--- src/design/sktl_pkg.sv ---
package sktl_pkg;

  localparam int KEY_W    = 63;
  localparam int POS_W    = 10;
  localparam int ENT_W    = 11;
  localparam int TREE_FAN = 8;

  typedef enum logic [2:0] {
    S_IDLE = 3'b001,
    S_WAIT = 3'b010,
    S_FIN  = 3'b100
  } state_t;

endpackage

--- src/design/sktl_cell.sv ---
module sktl_cell #(
  parameter int IDX = 0,
  parameter int CW  = 11
) (
  input  logic                     clk,
  input  logic                     ins,
  input  logic [sktl_pkg::KEY_W-1:0] key,
  input  logic [CW-1:0]            count,
  input  logic [sktl_pkg::KEY_W-1:0] prev_key,
  input  logic                     prev_lt,
  output logic [sktl_pkg::KEY_W-1:0] key_q,
  output logic                     lt_q,
  output logic                     eq_q
);
  import sktl_pkg::*;

  logic [KEY_W-1:0] key_r;
  logic             lt_r;
  logic             eq_r;
  logic             occ;

  assign occ = CW'(IDX) < count;

  always_ff @(posedge clk) begin
    lt_r <= occ && (key_r < key);
    eq_r <= occ && (key_r == key);
    // cells below the insert point keep their key; the boundary cell takes
    // the new key, everything above takes its lower neighbor's key
    if (ins && !lt_r) begin
      key_r <= prev_lt ? key : prev_key;
    end
  end

  assign key_q = key_r;
  assign lt_q  = lt_r;
  assign eq_q  = eq_r;

endmodule

--- config.mk ---
export PLATFORM = sky130hd
export DESIGN_NAME = sktl_cell
export DESIGN_NICKNAME = d
export VERILOG_FILES = /design/src/design/sktl_pkg.sv /design/src/design/sktl_cell.sv
export SDC_FILE = /design/constraint.sdc
export NUM_CORES = 1
export LEC_CHECK = 0
export CORE_MARGIN = 5
export CORE_UTILIZATION = 30
export CTS_BUF_LIST = sky130_fd_sc_hd__clkbuf_2
export CTS_CLUSTER_SIZE = 10
export DETAILED_ROUTE_END_ITERATION = 8
export DONT_BUFFER_PORTS = 1
export PLACE_DENSITY = 0.52
export SKIP_CTS_REPAIR_TIMING = 1
export SLEW_MARGIN = 20
export SYNTH_ARGS = -nofsm -noshare
export SYNTH_HDL_FRONTEND = slang
export SYNTH_SLANG_ARGS = --single-unit
--- constraint.sdc ---
create_clock -name clk -period 4.5 [get_ports clk]
set_clock_uncertainty 0.2 [all_clocks]
set_input_delay 0.9 -clock clk [delete_from_list [all_inputs] [get_ports clk]]
set_output_delay 0.9 -clock clk [all_outputs]
set_load 0.05 [all_outputs]
# [Yosys cells after proc, flatten, opt, wreduce, memory -nomap -nowiden]
# Index checks and enable logic that the tools add are counted.
# W data, S select, Z words.
[totals] ff_bits=65 in_bits=140 output_inout_bits=65 wordCells=11
[op_classes] magnitude_cmp=2 n_eq_ne=1 n_mux=1 n_reduce_logical=4
[ops] operator="$eq A63 B63 Y1" count=1
[ops] operator="$lt A63 B63 Y1" count=1
[ops] operator="$mux W63" count=1
[ops] operator="$lt A1 B11 Y1 const A" count=1
[ops] operator="$logic_and A1 B1 Y1" count=3
[ops] operator="$logic_not A1 Y1" count=1

# [Logic depth before layout (Yosys ltp)]
# Gate-level depths: netlist (run 1).
[logic_depth] word_depth=2 depth_mapped=8 ltp_nobuf=8

# [Least setup slack after synthesis (run 1)]
# Ideal clock, no wire load.
[synth_path] path_kind="input -> register" from="input ins" to="register key_r[0], in the netlist key_q[0] (enable)" setup_ps=490 arrival_ps=3672 required_ps=3810 slack_ps=138 stages=1 path_buffers=0 path_cell_list="nor2b_1"
[synth_via] elab_chain_len=1
[synth_lines] element="start, declared" line_no="sktl_cell.sv:6" text="input logic ins,"
[synth_lines] element="$logic_and A1 B1 Y1" line_no="sktl_cell.sv:29" text="if (ins && !lt_r) begin"
[synth_lines] element="end signal, assigned" line_no="sktl_cell.sv:30" text="key_r <= prev_lt ? key : prev_key;"
[synth_lines] element="end, declared" line_no="sktl_cell.sv:17" text="logic [KEY_W-1:0] key_r;"
# No other way between the ends.
# A chain may end at the register's enable or synchronous reset.

# [Worst setup path in the final report (run 1)]
[layout_path] from="register key_r[46], in the netlist key_q[46]" to="register lt_r, in the netlist lt_q"
[layout_via] elab_chain_len=2
[layout_lines] element="$lt A63 B63 Y1" line_no="sktl_cell.sv:25" text="lt_r <= occ && (key_r < key);"
[layout_lines] element="$logic_and A1 B1 Y1" line_no="sktl_cell.sv:25"
[layout_lines] element="end signal, assigned" line_no="sktl_cell.sv:25"
[layout_lines] element="end, declared" line_no="sktl_cell.sv:18" text="logic lt_r;"
# No other way between the ends.

==> results of run 1 <==
kinds of logic after synthesis:
family | after synthesis | share of synthesized area, %
AO/OA/AOI/OAI | 48 | 6.781
adder cells (fa/ha/maj) | 63 | 18.26
buffers and inverters | 71 | 6.346
flip-flops | 65 | 44.74
multiplexers | 63 | 16.43
AND/OR/NAND/NOR | 53 | 7.447
registers in the layout (all words and copies together), names as in the netlist:
| name | count |
|---|---|
| eq_q | 1 |
| key_q | 63 |
| lt_q | 1 |
layer usage:
metal  vias up  part of all wire [%]  routed length [microns]  track usage (%)
li1       1345                     -                        -                -
met1      1275                    38                     4230            13.98
met2       120                    49                     5481            21.90
met3        14                    12                     1356            6.549
met4         4                   1.4                      160            4.829
met5         -                  0.24                       27                0
metrics by stage:
step | power, uW | setup WS, ns | utilization, %
floorplan | 1058 | 0.1378 | -
global placement | 1098 | 1.486 | 32.34
detailed placement | 1105 | 1.468 | 32.34
CTS | 1403 | 1.638 | 32.83
global route | 1455 | 1.576 | 32.83
finish | 1366 | 1.726 | 32.84
cell usage in the layout (no fill, tap or decap), drive strengths merged, types with 2 or more instances in the layout:
cell type / n
inv: 64
mux2: 63
ha: 63
edfxtp: 63
a21oi: 24
nand4: 14
nand2: 12
clkbuf: 12
nand3: 10
o21ai: 8
a21o: 5
nor2: 4
nor4: 4
nor3: 4
a311oi: 2
a221o: 2
a211oi: 2
clkinv: 2
dfxtp: 2
nor2b: 2
nor3b: 2
worst paths after layout:
check	startpoint	endpoint	slack (ns)	cells past startpoint
min	prev_key[7]	key_q[7]	0.37	1
max	key_q[46]	lt_q	1.73	7
max reg2reg	key_q[46]	lt_q	1.73	7
min reg2reg	key_q[62]	lt_q	1.02	4
power groups by stage:
stage	clock [uW]	combinational, uW	sequential (uW)
5_1_grt	332	239	885
3_3_place_gp	0	204	894
4_1_cts	310	211	881
2_1_floorplan	0	176	883
3_5_place_dp	0	209	896
6_report	282	206	879
area by class of cell:
class	count	area, sq um	share of cell area (%)
multi-input cells	227	2120	46.13
flip-flops and latches	65	1932	42.05
inverters	64	240.2	5.229
well taps	180	225.2	4.902
clock buffers	12	60.06	1.307
clock inverters	2	7.507	0.1634
repair buffers	1	7.507	0.1634
diodes	1	2.502	0.05447
==> reports/qor.yml, run 1 <==
outcome: "complete, no violations"
syn-num-nets: 566
wl_per_cell_microns: 20.39
tns_ns: 0
pwr-share-clk_pct: 20.6
worst_path_most_repeated_cell: "nor3_2"
num_rows: 43
postRouteAntennaNets: 0
arrival_ns: 3.00
synth_common_cells: "inv_1, edfxtp_1, ha_1, mux2_2, a21oi_1"
relSlewSlack_pct: 42.68
finalMaxSlewViolations: 0
sequentialPowerShare_pct: 64.3
period_needed_ns: 2.774
synth_edf_count: 63
die_area_sq_um: 16890
cts_tree: "yes"
finalSetupViolations: 0
clk_path_buf_depth: 2
power_leakage_uw: 0.001933
initial_core_util_pct: 30.87
drtPass1Iterations: 4
drc: 0
placed_cells: 537
synth_area_leader_cell: "edfxtp_1"
vias: 2758
htree_num_levels: 3
core_area_sq_um: 13990
grt_pass1_vias: 3042
area_growth_pct: 6.404
yosysMostFrequentCell: "inv_1"
maxCapViolCount: 0
critPathKind: "reg -> reg"
syn-cell-area_sq_um: 4318
drtIter0Drc: 48
grt_usage_pct: 12.97
finalHoldViolCount: 0
clock-sinks: 65
holdWs_ns: 0.3671
grt_pass1_wl_mm: 16.33
final_area_sq_um: 4594
ys_types: 32
dpl_cell_area_sq_um: 4524
nNetsFinal: 571
dieHeight_microns: 130.0
yosysSeqAreaShare_pct: 44.74
netlist_instances: 363
hold_path.class: "in -> reg"
worstPathCellList: "ha_1, nand4_2, nor3_2, nor3b_2, nor3b_1, o41a_1, nor3_2"
numPortBuffers: 0
p_per_area_nw_per_um2: 297.4
cts_buffers: 9
crit_family: "simple AND/OR/NAND/NOR gates"
worstPathMaxFanout: 3
slowest_delay_ns: 0.67
fin_cells: 552
ir_worst_vdd_mv: 0.1556
tightestPinTransition_ns: 0.8598
swShare_pct: 34.63
avgViaCountPerCell: 4.996
fin_crit_sh_pct: 61.64
gr-total-overflow: 0
grt_max_degree: 64
clk_pin_slew_worst_paths_ns: 0.20
synthArstFlopShare_pct: 0
ys_warn_count: 0
final_layout_size_suffix_gt1_share_pct: 22.37
cp_slowest_cell: "edfxtp_1"
routed_wirelength_mm: 11.26
post-dp-hpwl_mm: 9.253
end_kind: "register"
clock.fmax_mhz: 360.5
switching_power_uw: 473.1
routabilityCongestion: 0.7846
synth_top_area_share_pct: 43.81
die_w_microns: 130.0
rsz0062_at_grt: "false"
p_int_uw: 893.1
antenna_found_initial: 2
avgSynthCellArea_sq_um: 11.90
fillers: 1447
clkLatencyLatePin_ns: 0.53
crit_required_ns: 4.72
synth_area_leaders: "edfxtp_1, ha_1, mux2_2"
combPwrFrac_pct: 15.1
cp_num_buf_inv: 0
cts-root-buf: "clkbuf_2"
startpoint_type: "register"
ys_seq_elements: 65
synthFlopType: "edfxtp_1"
ios: 205
Power figures use the tool's default switching activity.
==> run 2, diff against run 1 <==
Settings changed: ABC_AREA set to 1, PLACE_DENSITY 0.52 to 0.51.
Clock period 4.5 ns to 2.9 ns, I/O delays scaled along.
==> reports/qor.yml, run 2 <==
drtIter0Drc: 187  # was 48
synthArstFlopShare_pct: 0  # unchanged
maxCapViolCount: 0  # unchanged
numPortBuffers: 0  # unchanged
pwr-share-clk_pct: 20.5  # was 20.6%
cts_tree: "yes"  # unchanged
finalMaxSlewViolations: 0  # unchanged
min-delay-start: "prev_key[49]"  # was prev_key[7]
tns_ns: 0  # unchanged
core_area_sq_um: 14480  # was 13990 sq um
synthFlopType: "edfxtp_1"  # unchanged
grt_pass1_wl_mm: 17.38  # was 16.33 mm
area_growth_pct: 15.51  # was 6.404%
cts-root-buf: "clkbuf_2"  # unchanged
finalSetupViolations: 0  # unchanged
crit_required_ns: 3.04  # was 4.72 ns
synth_edf_count: 63  # unchanged
hold_path.class: "in -> reg"  # unchanged
holdWs_ns: 0.02873  # was 0.3671 ns
syn-cell-area_sq_um: 4428  # was 4318 sq um
switching_power_uw: 858.1  # was 473.1 uW
antenna_found_initial: 3  # was 2
yosysSeqAreaShare_pct: 43.63  # was 44.74%
routed_wirelength_mm: 12.44  # was 11.26 mm
drtPass1Iterations: 4  # unchanged
grt_pass1_vias: 3288  # was 3042
swShare_pct: 37.90  # was 34.63%
grt_usage_pct: 12.69  # was 12.97%
clkLatencyLatePin_ns: 0.56  # was 0.53 ns
yosysMostFrequentCell: "inv_1"  # unchanged
post-dp-hpwl_mm: 8.910  # was 9.253 mm
syn-num-nets: 728  # was 566
period_needed_ns: 2.230
startpoint_type: "input pin"  # was register
fin_cells: 756  # was 552
p_per_area_nw_per_um2: 442.7  # was 297.4 nW/um^2
avgSynthCellArea_sq_um: 8.434  # was 11.90 sq um
clk_pin_slew_worst_paths_ns: 0.20  # about the same
combPwrFrac_pct: 19.7  # was 15.1%
layout_commonest_cell: "inv_1"  # unchanged
fin_crit_sh_pct: 76.90
rsz0062_at_grt: "false"  # unchanged
worst_r2r_endpoint: "lt_q"  # unchanged
postRouteAntennaNets: 0  # unchanged
clock.fmax_mhz: 448.4
die_area_sq_um: 17290  # was 16890 sq um
drc: 0  # unchanged
ys_types: 21  # was 32
wl_per_cell_microns: 16.46  # was 20.39 microns
sequentialPowerShare_pct: 59.8  # was 64.3%
num_rows: 44  # was 43
placed_cells: 702  # was 537
ys_seq_elements: 65  # unchanged
clock-sinks: 65  # unchanged
relSlewSlack_pct: 58.61  # was 42.68%
fillers: 1486  # was 1447
tightestPinTransition_ns: 0.6200  # was 0.8598 ns
r2r_slack_ns: 0.71  # was 1.73 ns
worstPathMaxFanout: 1  # was 3
dieHeight_microns: 131.5  # was 130.0 microns
arrival_ns: 2.37  # was 3.00 ns
mostFrequentLayoutCells: "inv_1, nand2_1, nor2_1"  # was inv_1, mux2_2, ha_1, edfxtp_1, a21oi_1
netlist_instances: 525  # was 363
avgViaCountPerCell: 4.690  # was 4.996
synth_area_leader_cell: "edfxtp_1"  # unchanged
p_int_uw: 1406  # was 893.1 uW
regToRegStartpoint: "key_q[38]"  # was key_q[46]
synth_area_leaders: "edfxtp_1, ha_1, a21oi_1"  # was edfxtp_1, ha_1, mux2_2
htree_num_levels: 3  # unchanged
routabilityCongestion: 0.7630  # was 0.7846
outcome: "complete, no violations"  # unchanged
largest_reg_flops: 63  # unchanged
reg2reg_depth: 8  # was 7
initial_core_util_pct: 30.58  # was 30.87%
critPathKind: "in -> reg"  # was reg -> reg
hold_depth: 2  # was 1
cts_buffers: 9  # unchanged
grt_max_degree: 126  # was 64
nNetsFinal: 769  # was 571
final_layout_size_suffix_gt1_share_pct: 5.965  # was 22.37%
end_kind: "register"  # unchanged
synth_common_cells: "inv_1, nand2_1, nor2_1"  # was inv_1, edfxtp_1, ha_1, mux2_2, a21oi_1
gr-total-overflow: 0  # unchanged
finalHoldViolCount: 0  # unchanged
synth_top_area_share_pct: 42.72  # was 43.81%
die_w_microns: 131.5  # was 130.0 microns
ir_worst_vdd_mv: 0.2180  # was 0.1556 mV
ios: 205  # unchanged
hold_end: "key_q[49]"  # was key_q[7]
vias: 3546  # was 2758
clk_path_buf_depth: 2  # unchanged
power_leakage_uw: 0.002401  # was 0.001933 uW
ys_warn_count: 0  # unchanged
==> run 2: cell count changes in the layout (fill, tap and decap cells not counted), moves of 31 or more <==
cell,change
a21oi_1,+59
inv_1,+31
nand2_1,+78
dlygate4sd3_1,+36
mux2_2,-62
nor2_1,+81
==> run 2: critical path: stages <==
cell	delay, ns
dlygate4sd3_1	0.54
nor2_1	0.10
dlygate4sd3_1	0.56
a21oi_1	0.04
dlygate4sd3_1	0.56
==> run 2: how the worst max path moves through the flow <==
stage | end | slack [ns] | start | cells past startpoint
global placement | lt_q | 0.66 | key_q[38] | 8
CTS | lt_q | 0.64 | key_q[38] | 8
finish | key_q[26] | 0.67 | prev_key[26] | 5
detailed placement | lt_q | 0.66 | key_q[38] | 8
global route | lt_q | 0.53 | key_q[38] | 8
floorplan | key_q[0] | 0.04 | ins | 2
==> run 2: cell type report <==
| class | count | area, sq um | area share [%] |
|---|---|---|---|
| diodes | 2 | 5.005 | 0.09785 |
| clock buffers | 10 | 50.05 | 0.9785 |
| clock inverters | 5 | 23.77 | 0.4648 |
| inverters | 95 | 356.6 | 6.972 |
| multi-input cells | 351 | 2077 | 40.61 |
| flip-flops and latches | 65 | 1932 | 37.77 |
| well taps | 184 | 230.2 | 4.501 |
| repair buffers | 44 | 440.4 | 8.611 |
==> run 2: cell families (layout without fill, tap and decap cells) <==
kind of cell,count (synthesis),after routing,share of synthesized area [%]
and+or+nand+nor,199,199,18.45
buffers and inverters,109,154,9.636
AOI/OAI and AO/OA,88,88,10.23
DFF,65,65,43.63
adders and majority gates,63,63,17.80
muxes,1,1,0.2543
other,0,2,0
==> run 2: per-stage QoR <==
stage          utilization, %  setup slack [ns]  total power (uW)  instance area [sq um]
3_5_place_dp            32.10            0.6642              1766                   4648
3_3_place_gp            32.10            0.6558              1753                   4648
5_1_grt                 35.33            0.5300              2407                   5115
6_report                35.33            0.6700              2264                   5115
4_1_cts                 32.61            0.6382              2244                   4722
2_1_floorplan               -           0.04160              1679                   4431
==> run 2: metal layers <==
| metal | vias to the layer above | share of wire [%] | track usage (%) |
|---|---|---|---|
| met2 | 126 | 49 | 20.94 |
| met5 | - | 0.10 | 0 |
| li1 | 1797 | - | - |
| met4 | 2 | 1.9 | 4.800 |
| met3 | 24 | 7.6 | 5.008 |
| met1 | 1597 | 41 | 14.88 |
==> run 2: power groups by stage <==
stage	registers, uW	logic (uW)	clock network, uW
finish	1350	446	464
floorplan	1380	303	0
CTS	1360	391	496
detailed placement	1380	388	0
global route	1360	518	527
global placement	1380	377	0
